### src/rtl/svh_pkg.sv
// ----------------------------------------------------------------------------
// svh_pkg: shared types and constants of the sample value histogram
// Field widths, register indexes, request codes and the record that moves
// from the front end through the queue to the bin store.
// ----------------------------------------------------------------------------
`timescale 1ns / 1ps
`default_nettype none

package svh_pkg;

  // Fixed widths of the request and result fields
  localparam int SAMPLE_BITS      = 16;
  localparam int INDEX_FIELD_BITS = 16;
  localparam int COUNT_FIELD_BITS = 64;

  // Configuration port
  localparam int CFG_INDEX_BITS = 2;
  localparam logic [CFG_INDEX_BITS-1:0] REG_WIDE_SAMPLES   = 2'd0;
  localparam logic [CFG_INDEX_BITS-1:0] REG_SIGNED_SAMPLES = 2'd1;

  // Request codes
  localparam logic MODE_COUNT = 1'b0;
  localparam logic MODE_READ  = 1'b1;

  // Queue between front end and bin store
  localparam int QUEUE_DEPTH    = 4;
  localparam int QUEUE_PTR_BITS = 2;

  // Sample format, held in the top level
  typedef struct packed {
    logic wide_samples;
    logic signed_samples;
  } cfg_t;

  // Classified request: operation and the bin it touches
  typedef struct packed {
    logic                        mode;
    logic [INDEX_FIELD_BITS-1:0] bin;
  } entry_t;

endpackage

`default_nettype wire

### src/rtl/svh_front.sv
// ----------------------------------------------------------------------------
// svh_front: request intake and bin classification
// Takes one request, maps a sample to its bin (width select, sign bias,
// table wrap) and holds the result in one stage until the queue takes it.
// ----------------------------------------------------------------------------
`timescale 1ns / 1ps
`default_nettype none

module svh_front #(
  parameter int BIN_INDEX_BITS = 16
) (
  input  wire                                    clk,
  input  wire                                    rst,
  input  wire svh_pkg::cfg_t                     cfg,
  input  wire                                    clear_busy,
  input  wire                                    in_valid,
  output logic                                   in_stall,
  input  wire                                    mode,
  input  wire [svh_pkg::SAMPLE_BITS-1:0]         sample_bits,
  input  wire [svh_pkg::INDEX_FIELD_BITS-1:0]    bin_select,
  output logic                                   push,
  output svh_pkg::entry_t                        push_entry,
  input  wire                                    queue_full
);
  import svh_pkg::*;

  localparam logic [INDEX_FIELD_BITS-1:0] IDX_MASK =
    INDEX_FIELD_BITS'((32'd1 << BIN_INDEX_BITS) - 32'd1);

  logic                        stage_valid;
  entry_t                      stage;
  logic                        accept;
  logic [INDEX_FIELD_BITS-1:0] sample_bin;
  entry_t                      classified;

  // Sample to bin: top bit flipped for signed data, high byte dropped in 8-bit mode
  always_comb begin
    if (cfg.wide_samples) begin
      sample_bin = sample_bits ^ {cfg.signed_samples, 15'd0};
    end else begin
      sample_bin = {8'd0, sample_bits[7:0] ^ {cfg.signed_samples, 7'd0}};
    end
    classified.mode = mode;
    if (mode == MODE_READ) begin
      classified.bin = bin_select & IDX_MASK;
    end else begin
      classified.bin = sample_bin & IDX_MASK;
    end
  end

  // Handshake: the stage frees up when the queue takes its entry
  assign push     = stage_valid && !queue_full;
  assign in_stall = clear_busy || (stage_valid && queue_full);
  assign accept   = in_valid && !in_stall;
  assign push_entry = stage;

  always_ff @(posedge clk) begin
    if (rst) begin
      stage_valid <= 1'b0;
    end else if (accept) begin
      stage_valid <= 1'b1;
    end else if (push) begin
      stage_valid <= 1'b0;
    end
  end

  always_ff @(posedge clk) begin
    if (accept) begin
      stage <= classified;
    end
  end

endmodule

`default_nettype wire

### config.mk
export PLATFORM = sky130hd
export DESIGN_NAME = svh_front
export DESIGN_NICKNAME = d
export VERILOG_FILES = /design/src/rtl/svh_pkg.sv /design/src/rtl/svh_front.sv
export SDC_FILE = /design/constraint.sdc
export NUM_CORES = 1
export LEC_CHECK = 0
export ABC_AREA = 1
export BUFFER_PORTS_ARGS = -buffer_cell sky130_fd_sc_hd__buf_4
export CORE_MARGIN = 2
export CORE_UTILIZATION = 35
export CTS_CLUSTER_SIZE = 30
export DETAILED_ROUTE_END_ITERATION = 10
export GPL_TIMING_DRIVEN = 0
export PLACE_DENSITY = 0.79
export SYNTH_ARGS = -nofsm -noshare
export SYNTH_HDL_FRONTEND = slang
export SYNTH_SLANG_ARGS = --single-unit
### constraint.sdc
create_clock -name clk -period 2.8 [get_ports clk]
set_input_delay 0.28 -clock clk [delete_from_list [all_inputs] [get_ports clk]]
set_output_delay 0.28 -clock clk [all_outputs]
set_load 0.03 [all_outputs]
==> qor.txt, run 1 <==
drt drc -> 0
setup TNS after final layout -> 0 ps
largest net degree at the start of global routing -> 18
IO Port Bufs -> 58
Combinational Power Share -> 23.2%
# clock sinks -> 18
Detail Route Antenna Nets -> 0
Pre-antenna DRT Iters -> 4
cells after synthesis -> 88
hold buffers post-CTS -> 0
Final GP Congestion -> 0.615
total grt overflow -> 0
GR Layer Usage met2 -> 26.3%
Die W -> 52.9 um
Cell variety after synth -> 12
Ys Warns -> 0
Ant. Diodes -> 0
Worst Clk Skew -> 8.38 ps
vias in the first global route -> 728
synthesized area per cell -> 9.51 um2
initial core utilization -> 37.5%
top cell type's share of synthesized area -> 61.0%
fin crit share -> 54.2%
met1 Track Usage GR -> 15.5%
CP required -> 2800 ps
WL final -> 1.86 mm
crit path kind -> reg -> reg
Worst setup SP type -> flip-flop
Mapped Area -> 837 um2
per-cell routed wire length -> 10.4 um
Via density -> 4.27
total number of vias -> 764
Clock transition at path regs -> 90 ps
die outline height -> 52.9 um
post-cts resize count -> 0
maximum VDD drop -> 0.223 mV
setup ws final -> 1280 ps
GRT busiest layer -> met2
Final Power -> 578 uW
Setup WS pre-CTS -> 870 ps
fin crit period -> 1520 ps
Worst Path Max Fanout -> 9
detailed placement HPWL -> 1.50 mm
count of final setup violators -> 0
Max Cap Viol -> 0
first-pass GRT wire length -> 2.89 mm
sw frac -> 25.1%
initial antenna violation count -> 0
die area -> 0.00280 mm2
GRT Util Overall -> 14.2%
number of nets in the final layout -> 192
Layout area overhead -> 60.7%
worst rel slew slack -> 52.5%
Core ar. -> 0.00223 mm2
H-tree Lvls -> 1
share of layout cells above drive strength 1 -> 44.4%
CTS root buffer -> clkbuf_4
Clock power frac -> 22.3%
total CTS buffers -> 3
clock tree from TritonCTS -> done
register area share after synthesis -> 63.4%
worst slew pin tran -> 710 ps
sequential cell area -> 531 um2
Yosys top cell by area -> edfxtp_1
RSZ-0062 raised after global routing -> false
Longest Clk Path Bufs -> 2
num ports -> 59
FILL cells -> 198
# rows -> 17
fmax -> 658 MHz
Internal Pwr Total -> 433 uW
worst skew pair latency -> 280 ps
Final Hold Fails -> 0
min-delay worst type -> in -> reg
final slew viol count -> 0
CP arrival -> 1520 ps
postcts setup bufs -> 0
synthesized flop and latch total -> 18
syn nets -> 128
GRT met3 Usage -> 0.847%
drt initial violations -> 12
Area contributors post-synth -> edfxtp_1 61%, nand2_1 23%, inv_1 3.1%, buf_6 2.7%, dfxtp_1 2.4%
Switch Pwr -> 145 uW
pwr dens -> 430 mW/mm2
static leakage -> 0.000697 uW
CP endpoint kind -> flip-flop
Sequential Power Share -> 54.5%
status -> finished clean
Multi-input gate area -> 254 um2
Yosys cell counts:
master    instances
nand2_1          52
edfxtp_1         17
inv_1             7
buf_6             2
nand3_1           2
nor2_1            2
dfxtp_1           1
inv_2             1
nand3_2           1
nor2_8            1
o21ai_0           1
or2_1             1
final timing paths:
kind	startpoint	to	slack [ps]	depth (start not counted)
setup / recovery	stage_valid	push_entry[14]	1280	4
hold / removal	mode	push_entry[16]	190	1
setup reg to reg	stage_valid	push_entry[14]	1280	4
hold reg to reg	stage_valid	stage_valid	600	4
cell type report:
| cell class | count | share of cell area [%] |
|---|---|---|
| Sequential cell | 18 | 39.4 |
| Buffer | 2 | 1.67 |
| Multi-Input combinational cell | 60 | 18.9 |
| Timing Repair Buffer | 59 | 33.2 |
| Tap cell | 28 | 2.60 |
| Inverter | 8 | 2.23 |
| Clock buffer | 4 | 1.95 |
per-layer routing:
metal | vias to the layer above | wire length, um
li1 | 401 | -
met1 | 334 | 663
met2 | 29 | 1090
met3 | 0 | 105
met4 | 0 | 0
met5 | - | 0
metrics by stage:
| step | cell area, um2 | hold slack [ps] | util, % | std cells |
|---|---|---|---|---|
| after floorplan | 837 | 379 | - | 88 |
| after global placement | 1310 | 478 | 58.5 | 174 |
| after detailed placement | 1310 | 478 | 58.5 | 174 |
| after CTS | 1330 | 178 | 59.7 | 178 |
| after global routing | 1350 | 176 | 60.2 | 179 |
| final | 1350 | 191 | 60.2 | 179 |
cell usage in the layout (no fill, tap or decap), drive strengths merged:
master and n:
or2 1, inv 8, nor2 3, nand2 52, nand3 3, edfxtp 17
clkbuf 4, buf 61, o21ai 1, dfxtp 1
state kept, by name, summed over array words and instances, names as in the netlist:
name / count
push_entry: 17
stage_valid: 1
cell families (layout without fill, tap and decap cells):
logic type             after synthesis  count (layout)  synth area share [%]
AOI/OAI and AO/OA                    1               1                 0.597
buffers and inverters               10              73                  6.28
DFF                                 18              18                  63.4
and+or+nand+nor                     59              59                  29.7
power by group through the flow:
stage	Clock, uW	Sequential [uW]	Combinational [uW]
floorplan	0	347	39.0
global placement	0	321	131
detailed placement	0	322	134
CTS	137	316	134
global route	145	316	147
finish	129	315	134
worst max-delay path: stages (launching register included):
cell     delay, ps
dfxtp_1        330
nand2_1         70
nand2_1         60
nor2_1         550
buf_6          240
No activity file was read; power rests on OpenSTA's default activity.
==> inputs of run 2 (changes only) <==
==> constraint.sdc (replaced) <==
create_clock -name clk -period 1.53 [get_ports clk]
set_input_delay 0.153 -clock clk [delete_from_list [all_inputs] [get_ports clk]]
set_output_delay 0.153 -clock clk [all_outputs]
set_load 0.03 [all_outputs]
==> run 2 against run 1 <==
Effect of this change:
- critical endpoint is now push_entry[1]
- global-route usage decreased by 0.28 points
- routed wire length increased by 7.3%
- combinational power increased by 85%
- power increased by 83%
- largest power group unchanged
- worst hold slack got worse by 130 ps
- critical path depth decreased by 1
- clock skew decreased by 0.89 ps
- register-to-register slack got worse by 1000 ps
- largest cell class unchanged
- worst setup slack got worse by 1000 ps
- count of clock-buffer cells in the layout unchanged
==> qor.txt, run 2 (synthesized netlist as in run 1, its figures left out) <==
fmax -> 795 MHz (was 658 MHz)
Metal-1 WL -> 786 um (was 663 um)
Placed Instance Area -> 0.00131 mm2 (about the same)
Ant. Diodes -> 0 (unchanged)
drt drc -> 0 (unchanged)
drt initial violations -> 9 (was 12)
total grt overflow -> 0 (unchanged)
Longest Clk Path Bufs -> 2 (unchanged)
number of nets in the final layout -> 191 (was 192)
total number of vias -> 767 (was 764)
per-cell routed wire length -> 11.2 um (was 10.4 um)
vias in the first global route -> 724 (was 728)
CP endpoint kind -> flip-flop (unchanged)
fin crit share -> 82.2% (was 54.2%)
slowest cell on the critical path -> nor2_4 (was nor2_1)
CP required -> 1450 ps (was 2800 ps)
# clock sinks -> 18 (unchanged)
detailed placement HPWL -> 1.56 mm (was 1.50 mm)
Worst Clk Skew -> 7.49 ps (was 8.38 ps)
Design Area, Final -> 0.00134 mm2 (was 0.00135 mm2)
min-delay worst type -> in -> reg (unchanged)
Clock transition at path regs -> 90 ps (about the same)
Pre-antenna DRT Iters -> 4 (unchanged)
CP delay by family, top -> simple AND/OR/NAND/NOR gates (unchanged)
# rows -> 17 (unchanged)
GRT Util Overall -> 13.9% (was 14.2%)
initial core utilization -> 37.5% (unchanged)
maximum VDD drop -> 0.437 mV (was 0.223 mV)
IO Port Bufs -> 58 (unchanged)
final slew viol count -> 0 (unchanged)
Worst setup SP type -> flip-flop (unchanged)
commonest non-fill, non-tap cells in the layout -> 58 x buf_4, 52 x nand2_1, 17 x edfxtp_1, 7 x inv_1, 3 x clkbuf_4 (was 58 x buf_4, 52 x nand2_1, 17 x edfxtp_1, 7 x inv_1)
Top Metal Used -> met4 (was met3)
share of layout cells above drive strength 1 -> 44.7% (was 44.4%)
critical path's most frequent cell -> nand2_1 (unchanged)
most common cell after layout, fill and taps aside -> buf_4 (unchanged)
Final GP Congestion -> 0.658 (was 0.615)
die outline height -> 52.9 um (unchanged)
met2 wire length -> 1.01 mm (was 1.09 mm)
pwr dens -> 789 mW/mm2 (was 430 mW/mm2)
worst slew pin tran -> 519 ps (was 710 ps)
largest net degree at the start of global routing -> 18 (unchanged)
first-pass GRT wire length -> 2.83 mm (was 2.89 mm)
CTS root buffer -> clkbuf_4 (unchanged)
WL final -> 1.99 mm (was 1.86 mm)
Max Cap Viol -> 0 (unchanged)
Final Hold Fails -> 0 (unchanged)
clock tree from TritonCTS -> done (unchanged)
crit path cell chain -> nand2_1 -> nand2_1 -> nor2_4 (was nand2_1 -> nand2_1 -> nor2_1 -> buf_6)
crit path kind -> reg -> reg (unchanged)
Layout area overhead -> 60.2% (was 60.7%)
RSZ-0062 raised after global routing -> false (unchanged)
CP peak stage delay -> 420 ps (was 550 ps)
max reg flops -> 17 (unchanged)
Worst Path Max Fanout -> 17 (was 9)
CP arrival -> 1180 ps (was 1520 ps)
Detail Route Antenna Nets -> 0 (unchanged)
H-tree Lvls -> 1 (unchanged)
static leakage -> 0.000691 uW (was 0.000697 uW)
routed wl met3 -> 172 um (was 105 um)
total CTS buffers -> 3 (unchanged)
worst path buffer plus inverter count -> 0 (was 1)
hold buffers post-CTS -> 0 (unchanged)
fin crit period -> 1260 ps (was 1520 ps)
count of final setup violators -> 0 (unchanged)
FILL cells -> 204 (was 198)
worst rel slew slack -> 65.3% (was 52.5%)
num ports -> 59 (unchanged)
setup TNS after final layout -> 0 ps (unchanged)
worst skew pair latency -> 280 ps (about the same)
die area -> 0.00280 mm2 (unchanged)
Core ar. -> 0.00223 mm2 (unchanged)
Via density -> 4.31 (was 4.27)
Die W -> 52.9 um (unchanged)
status -> finished clean (unchanged)
initial antenna violation count -> 0 (unchanged)
run 2: cell count changes in the layout (fill, tap and decap cells not counted):
cell / delta
nor2_1: -1
buf_6: -1
nor2_4: +1
run 2: final timing paths:
check	from	endpoint	slack (ps)	cells after the start
max	stage_valid	push_entry[1]	270	3
min	mode	push_entry[16]	60	1
min reg2reg	stage_valid	stage_valid	590	4
max reg2reg	stage_valid	push_entry[1]	270	3
run 2: timing repair:
| item | 4_1_cts | 5_1_grt |
|---|---|---|
| setup endpoints to repair | 0 | 17 |
| buffers inserted | 0 | 0 |
| gates resized for setup | 0 | 1 |
run 2: cell type report:
class                   count  area [um2]  share of cell area [%]
inverters                   8        30.0                    2.24
clock buffers               4        26.3                    1.96
plain buffers               2        22.5                    1.68
multi-input cells          60         262                    19.5
repair buffers             58         435                    32.5
flip-flops and latches     18         531                    39.6
well taps                  28        35.0                    2.61
run 2: where the power goes:
group	internal, uW	switching (uW)
Clock	101	133
Combinational	119	128
Sequential	570	6.39
run 2: per-stage QoR:
stage	power (uW)	worst slack, ps	hold slack [ps]	cells	util [%]
2_1_floorplan	707	49.9	252	88	-
3_3_place_gp	829	70.3	350	174	58.7
3_5_place_dp	837	40.1	350	174	58.7
4_1_cts	1070	30.5	52.5	178	59.8
5_1_grt	1100	169	53.8	178	60.1
6_report	1060	272	63.2	178	60.1
run 2: routing by layer:
| layer | global-route usage, % | vias to the layer above |
|---|---|---|
| li1 | - | 399 |
| met1 | 13.9 | 333 |
| met2 | 27.3 | 33 |
| met3 | 2.26 | 2 |
| met4 | 6.41 | 0 |
| met5 | 0 | - |
