==> config.mk <==
export PLATFORM = sky130hd
export DESIGN_NAME = svh_queue
export DESIGN_NICKNAME = d
export VERILOG_FILES = /design/src/rtl/svh_pkg.sv /design/src/rtl/svh_queue.sv
export SDC_FILE = /design/constraint.sdc
export NUM_CORES = 1
export LEC_CHECK = 0
export BUFFER_PORTS_ARGS = -buffer_cell sky130_fd_sc_hd__buf_4
export CAP_MARGIN = 40
export CORE_ASPECT_RATIO = 1.75
export CORE_MARGIN = 1
export CORE_UTILIZATION = 35
export DETAILED_ROUTE_END_ITERATION = 6
export PLACE_DENSITY = 0.64
export SYNTH_ARGS = -nofsm -noshare
export SYNTH_HDL_FRONTEND = slang
export SYNTH_SLANG_ARGS = --single-unit
export TNS_END_PERCENT = 10
==> constraint.sdc <==
create_clock -name clk -period 2.28 [get_ports clk]
set_clock_uncertainty 0.2 [all_clocks]
set_input_delay 0.228 -clock clk [delete_from_list [all_inputs] [get_ports clk]]
set_output_delay 0.228 -clock clk [all_outputs]
set_load 0.02 [all_outputs]
==> src/rtl/svh_pkg.sv <==
// ----------------------------------------------------------------------------
// svh_pkg: shared types and constants of the sample value histogram
// Field widths, register indexes, request codes and the record that moves
// from the front end through the queue to the bin store.
// ----------------------------------------------------------------------------
`timescale 1ns / 1ps
`default_nettype none

package svh_pkg;

  // Fixed widths of the request and result fields
  localparam int SAMPLE_BITS      = 16;
  localparam int INDEX_FIELD_BITS = 16;
  localparam int COUNT_FIELD_BITS = 64;

  // Configuration port
  localparam int CFG_INDEX_BITS = 2;
  localparam logic [CFG_INDEX_BITS-1:0] REG_WIDE_SAMPLES   = 2'd0;
  localparam logic [CFG_INDEX_BITS-1:0] REG_SIGNED_SAMPLES = 2'd1;

  // Request codes
  localparam logic MODE_COUNT = 1'b0;
  localparam logic MODE_READ  = 1'b1;

  // Queue between front end and bin store
  localparam int QUEUE_DEPTH    = 4;
  localparam int QUEUE_PTR_BITS = 2;

  // Sample format, held in the top level
  typedef struct packed {
    logic wide_samples;
    logic signed_samples;
  } cfg_t;

  // Classified request: operation and the bin it touches
  typedef struct packed {
    logic                        mode;
    logic [INDEX_FIELD_BITS-1:0] bin;
  } entry_t;

endpackage

`default_nettype wire

==> src/rtl/svh_queue.sv <==
// ----------------------------------------------------------------------------
// svh_queue: short request queue
// Register FIFO that decouples request intake from the bin store.
// ----------------------------------------------------------------------------
`timescale 1ns / 1ps
`default_nettype none

module svh_queue (
  input  wire                   clk,
  input  wire                   rst,
  input  wire                   push,
  input  wire svh_pkg::entry_t  push_entry,
  input  wire                   pop,
  output svh_pkg::entry_t       head_entry,
  output logic                  empty,
  output logic                  full
);
  import svh_pkg::*;

  entry_t                    slots [QUEUE_DEPTH];
  logic [QUEUE_PTR_BITS-1:0] wr_ptr;
  logic [QUEUE_PTR_BITS-1:0] rd_ptr;
  logic [QUEUE_PTR_BITS:0]   fill;

  assign empty      = (fill == '0);
  assign full       = (fill == (QUEUE_PTR_BITS+1)'(QUEUE_DEPTH));
  assign head_entry = slots[rd_ptr];

  // Pointers and fill level
  always_ff @(posedge clk) begin
    if (rst) begin
      wr_ptr <= '0;
      rd_ptr <= '0;
      fill   <= '0;
    end else begin
      if (push) begin
        wr_ptr <= wr_ptr + 1'b1;
      end
      if (pop) begin
        rd_ptr <= rd_ptr + 1'b1;
      end
      if (push && !pop) begin
        fill <= fill + 1'b1;
      end else if (pop && !push) begin
        fill <= fill - 1'b1;
      end
    end
  end

  always_ff @(posedge clk) begin
    if (push) begin
      slots[wr_ptr] <= push_entry;
    end
  end

`ifndef SYNTHESIS
  a_fill_bound: assert property (@(posedge clk) disable iff (rst)
    fill <= (QUEUE_PTR_BITS+1)'(QUEUE_DEPTH))
    else $error("queue fill level above depth");
`endif

endmodule

`default_nettype wire

==> flow_metrics.env, run 1 <==
export IMPL_portBuffers=39
export IMPL_status="completed"
export IMPL_numClockSinks=77
export IMPL_grt_max_degree=18
export IMPL_remaining_drc_errors=0
export IMPL_path_cells="dlygate4sd3_1, buf_4, inv_1, ha_1, inv_1, fa_1, xor2_1, or3_1, a21oi_1"
export IMPL_synth_xor_area_share_pct=1.499
export IMPL_place_area_mm2=0.003332
export IMPL_core_area_mm2=0.008016
export IMPL_cp_num_cells=9
export IMPL_critical_path_top_delay_family="buffers and inverters"
export IMPL_synthCells=133
export IMPL_worst_path_buf_inv=4
export IMPL_crit_arrival_ns=2.16
export IMPL_avgSynthCellArea_um2=21.97
export IMPL_ys_types=22
export IMPL_fin_tns_setup_ns=0
export IMPL_die_area_mm2=0.008731
export IMPL_synth_compound_area_share_pct=0.3426
export IMPL_hp_class="in -> reg"
export IMPL_grt_ovfl_total=0
export IMPL_power_density_mw_per_mm2=879.3
export IMPL_synth_fa_ha_area_share_pct=2.827
export IMPL_ys_warn_count=0
export IMPL_track_usage_pct=12.27
export IMPL_synthSimpleGateAreaFrac_pct=2.527
export IMPL_synth_top_family_by_area="multiplexers"
export IMPL_fin_cells=297
export IMPL_diodes=0
export IMPL_rsz0062_at_grt="false"
export IMPL_dp_hpwl_mm=2.962
export IMPL_dieHeight_um=122.9
export IMPL_p_leak_nw=1.365
export IMPL_fmax_mhz=476.0
export IMPL_wirelength_mm=4.729
export IMPL_die_x_um=71.07
export IMPL_synth_largest_area_cell="edfxtp_1"
export IMPL_grt_pass1_vias=1523
export IMPL_root_buffer="clkbuf_16"
export IMPL_startpoint_type="input pin"
export IMPL_finalInstanceArea_mm2=0.003794
export IMPL_slowest_stage="dlygate4sd3_1"
export IMPL_initial_utilization_pct=36.44
export IMPL_via_per_inst=4.704
export IMPL_area_delta_synth_final_pct=29.85
export IMPL_finalHoldViolCount=0
export IMPL_vias=1397
export IMPL_crit_fanout=3
export IMPL_rows=43
export IMPL_fillers=676
export IMPL_slew_viol_final=0
export IMPL_period_share_pct=92.14
export IMPL_crit_required_ns=2.34
export IMPL_post_place_cells=262
export IMPL_yosysTopAreaCellShare_pct=69.89
export IMPL_ant_nets=0
export IMPL_place_congestion=0.6651
export IMPL_drive_gt1_share_pct=32.85
export IMPL_path_clk_slew_ns=0.05
export IMPL_fin_nets=229
export IMPL_drt_pass1_iter_count=6
export IMPL_reg2reg_from="wr_ptr[0]"
export IMPL_end_kind="register"
export IMPL_syn_cell_area_mm2=0.002922
export IMPL_ys_ff_latch=77
export IMPL_startpoint="pop"
export IMPL_grt_antenna_before_repair=0
export IMPL_fin_crit_ns=2.101
export IMPL_muxShareOfSynthArea_pct=14.69
export IMPL_relSlewSlack_pct=44.07
export IMPL_cts_tree="yes"
export IMPL_cts_max_level=3
export IMPL_slowest_delay_ns=0.53
export IMPL_yosysSeqAreaShare_pct=76.06
export IMPL_rr_worst_depth=3
export IMPL_final_cell_mix="edfxtp_1 (68), buf_4 (43), dlygate4sd3_1 (19)"
export IMPL_worstSkewPairLatency_ns=0.32
export IMPL_final_common_cell="edfxtp_1"
export IMPL_setup_violations_final=0
export IMPL_hold_worst_slack_ns=0.009653
export IMPL_hold_depth=3
export IMPL_num_io_pins=40
export IMPL_grt_pass1_wl_mm=7.603
export IMPL_path_common_cell="inv_1"
export IMPL_drt_initial_drc_count=105
export IMPL_cts_made_buffers=9
export IMPL_cts_buffer_depth=2
export IMPL_synth_top_cells_by_area="edfxtp_1 (70%), mux4_2 (7.7%), mux4_1 (6.3%)"
export IMPL_worst_slew_pin_slew_ns=0.8389
export IMPL_synth_net_count=160
export IMPL_ir_worst_vdd_uv=463.5
export IMPL_drv_cap=0
export IMPL_critical_path_class="in -> reg"
export IMPL_hp_start="push"
export IMPL_routedWlPerCell_um=15.92
export IMPL_post_cts_resized=0
## Yosys cell counts
library cell	instances
buf_2	2
nand2_1	1
buf_6	1
mux4_1	7
xnor2_1	2
dfxtp_1	9
a21oi_1	1
or3_1	1
clkbuf_1	1
fa_1	1
edfxtp_1	68
xor2_1	3
nor2_1	7
mux2i_1	2
and2_1	4
ha_1	5
inv_1	4
mux4_2	10
buf_12	1
o21ai_0	1
nor3_1	1
nor3b_1	1
## metrics by stage
stage,setup slack [ns],util (%),power (mW)
6_report,0.1793,47.32,3.336
5_1_grt,0.09122,47.32,3.467
4_1_cts,0.1515,47.32,3.385
3_5_place_dp,0.3874,41.56,2.094
3_3_place_gp,0.4392,41.56,2.082
2_1_floorplan,0.5918,-,1.921
## final cells by class
| type | instances | area, um2 | area share, % |
|---|---|---|---|
| Clock buffer | 12 | 246.5 | 6.497 |
| Clock inverter | 4 | 25.02 | 0.6596 |
| Inverter | 4 | 15.01 | 0.3958 |
| Multi-Input combinational cell | 47 | 639.4 | 16.85 |
| Sequential cell | 77 | 2222 | 58.58 |
| Tap cell | 90 | 112.6 | 2.968 |
| Timing Repair Buffer | 63 | 533.0 | 14.05 |
## logic make-up after synthesis
group,after synthesis
compound gates,2
flops,77
mux,19
simple gates,15
xor+xnor,5
fa+ha+maj,6
buf+inv,9
## report_power, final
part	internal, mW	switching [mW]	leakage [nW]
clock network	0.762	0.494	0.129
registers	1.62	0.0287	0.699
logic	0.219	0.216	0.537
total	2.60	0.739	1.36
## metal layers
layer	routed length, um	vias up	share of wire, %	global-route usage (%)
li1	-	670	-	-
met1	1972	680	42	13.87
met2	2501	43	53	21.39
met3	203	4	4.3	3.695
met4	53	0	1.1	5.250
met5	0	-	0	0
## timing repair
action	4_1_cts	5_1_grt
hold buffers	19	0
endpoints found under the hold margin	77	0
buffers inserted	0	0
## registers in the layout (all words and copies together) (netlist names), named ones only
name	count
fill	3
rd_ptr	2
slots	68
wr_ptr	2
## worst reg2reg max path, cell delays in order (launching register included)
cell and delay, ns:
dfxtp_1 0.34, inv_1 0.09, ha_1 0.13, and2_1 0.67
## worst paths after layout
path	slack, ns	endpoint
min	0.01	wr_ptr[0]
max	0.18	fill[2]
min reg2reg	0.31	fill[2]
max reg2reg	0.47	slots[2][13]
No activity file was read; power rests on OpenSTA's default activity.
==> run 2: changes to the inputs <==
--- a/config.mk
+++ b/config.mk
@@ -5,6 +5,7 @@
 export SDC_FILE = /design/constraint.sdc
 export NUM_CORES = 1
 export LEC_CHECK = 0
+export ABC_AREA = 1
 export BUFFER_PORTS_ARGS = -buffer_cell sky130_fd_sc_hd__buf_4
 export CAP_MARGIN = 40
 export CORE_ASPECT_RATIO = 1.75
==> run 2 against run 1 <==
Effect of this change:
- power is 8.7% higher
- final cell count is 37% higher
- setup slack better by 0.16 ns
- register-to-register slack better by 0.21 ns
- area after synthesis is 3.6% higher
- maximum frequency is 8.3% higher
- die area is 3.5% higher
- clock power is 25% higher
- synthesized cell count is 67% higher
- critical path type is now reg -> out
- critical endpoint is now head_entry[3]
- largest cell class unchanged
- largest power group unchanged
==> flow_metrics.env, run 2 <==
export IMPL_status="completed"
export IMPL_hold_worst_slack_ns=0.02038
export IMPL_numClockSinks=77
export IMPL_dp_hpwl_mm=3.574
export IMPL_ys_types=21
export IMPL_wirelength_mm=5.569
export IMPL_setup_violations_final=0
export IMPL_crit_fanout=19
export IMPL_routed_top_layer="met4"
export IMPL_dieHeight_um=125.0
export IMPL_wl_met3_um=225
export IMPL_grt_max_degree=35
export IMPL_diodes=0
export IMPL_slowest_stage="dfxtp_1"
export IMPL_reg2reg_from="wr_ptr[1]"
export IMPL_async_reset_ff_share_pct=0
export IMPL_slew_viol_final=0
export IMPL_path_cells="buf_4, o21ai_0, o22ai_1, buf_4"
export IMPL_portBuffers=39
export IMPL_worstSkewPairLatency_ns=0.33
export IMPL_ys_warn_count=0
export IMPL_synth_edf_count=68
export IMPL_final_cell_mix="edfxtp_1 (68), buf_4 (46), nor2_1 (40)"
export IMPL_num_io_pins=40
export IMPL_ys_ff_latch=77
export IMPL_fmax_mhz=515.5
export IMPL_crit_required_ns=1.85
export IMPL_fin_nets=315
export IMPL_relSlewSlack_pct=72.93
export IMPL_fin_crit_ns=1.940
export IMPL_rr_endpoint="slots[3][10]"
export IMPL_cts_max_level=3
export IMPL_ant_nets=0
export IMPL_yosysSeqAreaShare_pct=73.42
export IMPL_place_congestion=0.7223
export IMPL_cts_tree="yes"
export IMPL_rsz0062_at_grt="false"
export IMPL_worst_slew_pin_slew_ns=0.4055
export IMPL_post_place_cells=374
export IMPL_wl_met1_mm=2.156
export IMPL_grt_ovfl_total=0
export IMPL_startpoint_type="register"
export IMPL_finalHoldViolCount=0
export IMPL_root_buffer="clkbuf_16"
export IMPL_rows=44
export IMPL_hp_start="pop"
export IMPL_crit_arrival_ns=1.51
export IMPL_largest_register="slots"
export IMPL_drt_pass1_iter_count=4
export IMPL_remaining_drc_errors=0
export IMPL_fillers=738
export IMPL_cts_made_buffers=9
export IMPL_via_per_inst=4.581
export IMPL_slowest_delay_ns=0.42
export IMPL_synth_top_cells_by_area="edfxtp_1 (67%), dfxtp_1 (6.0%), nor2_1 (5.0%)"
export IMPL_fin_tns_setup_ns=0
export IMPL_path_clk_slew_ns=0.05
export IMPL_fin_util_pct=47.49
export IMPL_drive_gt1_share_pct=24.91
export IMPL_area_delta_synth_final_pct=30.43
export IMPL_synth_common_cells="edfxtp_1 (68), nor2_1 (40), o22ai_1 (17)"
export IMPL_post_place_ws_ns=0.6638
export IMPL_crit_end="head_entry[3]"
export IMPL_grt_pass1_wl_mm=9.094
export IMPL_fin_ws_ns=0.3400
export IMPL_hp_class="in -> reg"
export IMPL_power_density_mw_per_mm2=918.6
export IMPL_wl_met2_mm=3.042
export IMPL_p_leak_nw=1.497
export IMPL_die_area_mm2=0.009038
export IMPL_r2r_slack_ns=0.68
export IMPL_track_usage_pct=13.68
export IMPL_path_common_cell="buf_4"
export IMPL_synthFlopType="edfxtp_1"
export IMPL_syn_cell_area_mm2=0.003027
export IMPL_synth_net_count=249
export IMPL_fin_cells=408
export IMPL_grt_pass1_vias=1940
export IMPL_cts_buffer_depth=2
export IMPL_largest_reg_flops=68
export IMPL_reg_top3="slots (68), fill (3)"
export IMPL_finalInstanceArea_mm2=0.003948
export IMPL_synthCells=222
export IMPL_finalPower_mw=3.626
export IMPL_grt_antenna_before_repair=0
export IMPL_cts_setup_buffers=0
export IMPL_core_area_mm2=0.008313
export IMPL_routedWlPerCell_um=13.65
export IMPL_synth_largest_area_cell="edfxtp_1"
export IMPL_vias=1869
export IMPL_initial_utilization_pct=36.41
export IMPL_critical_path_class="reg -> out"
export IMPL_end_kind="output port"
export IMPL_place_area_mm2=0.003428
export IMPL_ir_worst_vdd_uv=489.0
export IMPL_die_x_um=72.30
export IMPL_final_common_cell="edfxtp_1"
export IMPL_period_share_pct=85.09
export IMPL_drv_cap=0
export IMPL_rr_worst_depth=4
export IMPL_yosysTopAreaCellShare_pct=67.47
export IMPL_synth_most_common_cell="edfxtp_1"
export IMPL_avgSynthCellArea_um2=13.63
export IMPL_drt_initial_drc_count=68
-- run 2: cell families after synthesis --
kind of cell / share of synthesized area [%]
flops: 73.42
xor+xnor: 0.2894
buf+inv: 5.084
fa+ha+maj: 2.728
compound gates: 11.70
simple gates: 6.779
-- run 2: how the worst min path moves through the flow --
stage	cells past startpoint	slack, ns	to
2_1_floorplan	1	0.10	fill[0]
3_5_place_dp	2	0.20	fill[0]
4_1_cts	3	0.01	rd_ptr[0]
6_report	3	0.02	rd_ptr[0]
5_1_grt	3	0.04	wr_ptr[0]
3_3_place_gp	2	0.20	fill[0]
-- run 2: layout make-up --
type	count	area [um2]	area share [%]
sequential	77	2222	56.29
multi-input combinational	119	650.6	16.48
timing repair buffer	64	525.5	13.31
clock buffer	9	225.2	5.705
tap	115	143.9	3.645
clock inverter	7	113.9	2.884
inverter	17	66.31	1.680
-- run 2: repair_timing --
| action | in CTS | in global routing |
|---|---|---|
| setup endpoints to repair | 0 | 0 |
| gates resized for setup | 0 | 0 |
| hold buffers | 18 | 0 |
| endpoints found under the hold margin | 69 | 0 |
-- run 2: worst max-delay path: cells and delay by family, from the launching register on --
kind,cells,cell delay [ns]
AOI/OAI and AO/OA,2,0.32
DFF,1,0.42
buffers and inverters,2,0.44
-- run 2: routing by layer --
layer,vias to the layer above,GRT usage (%)
met2,32,24.52
met1,897,14.03
met5,-,0
li1,931,-
met4,0,7.843
met3,9,3.223
-- run 2: report_power, final --
group          internal, mW  leakage [nW]  switching (mW)  total (mW)
Sequential             1.61         0.699          0.0284        1.63
Combinational         0.173         0.638           0.244       0.417
Clock                  1.06         0.159           0.513        1.57
Total                  2.84          1.50           0.786        3.63
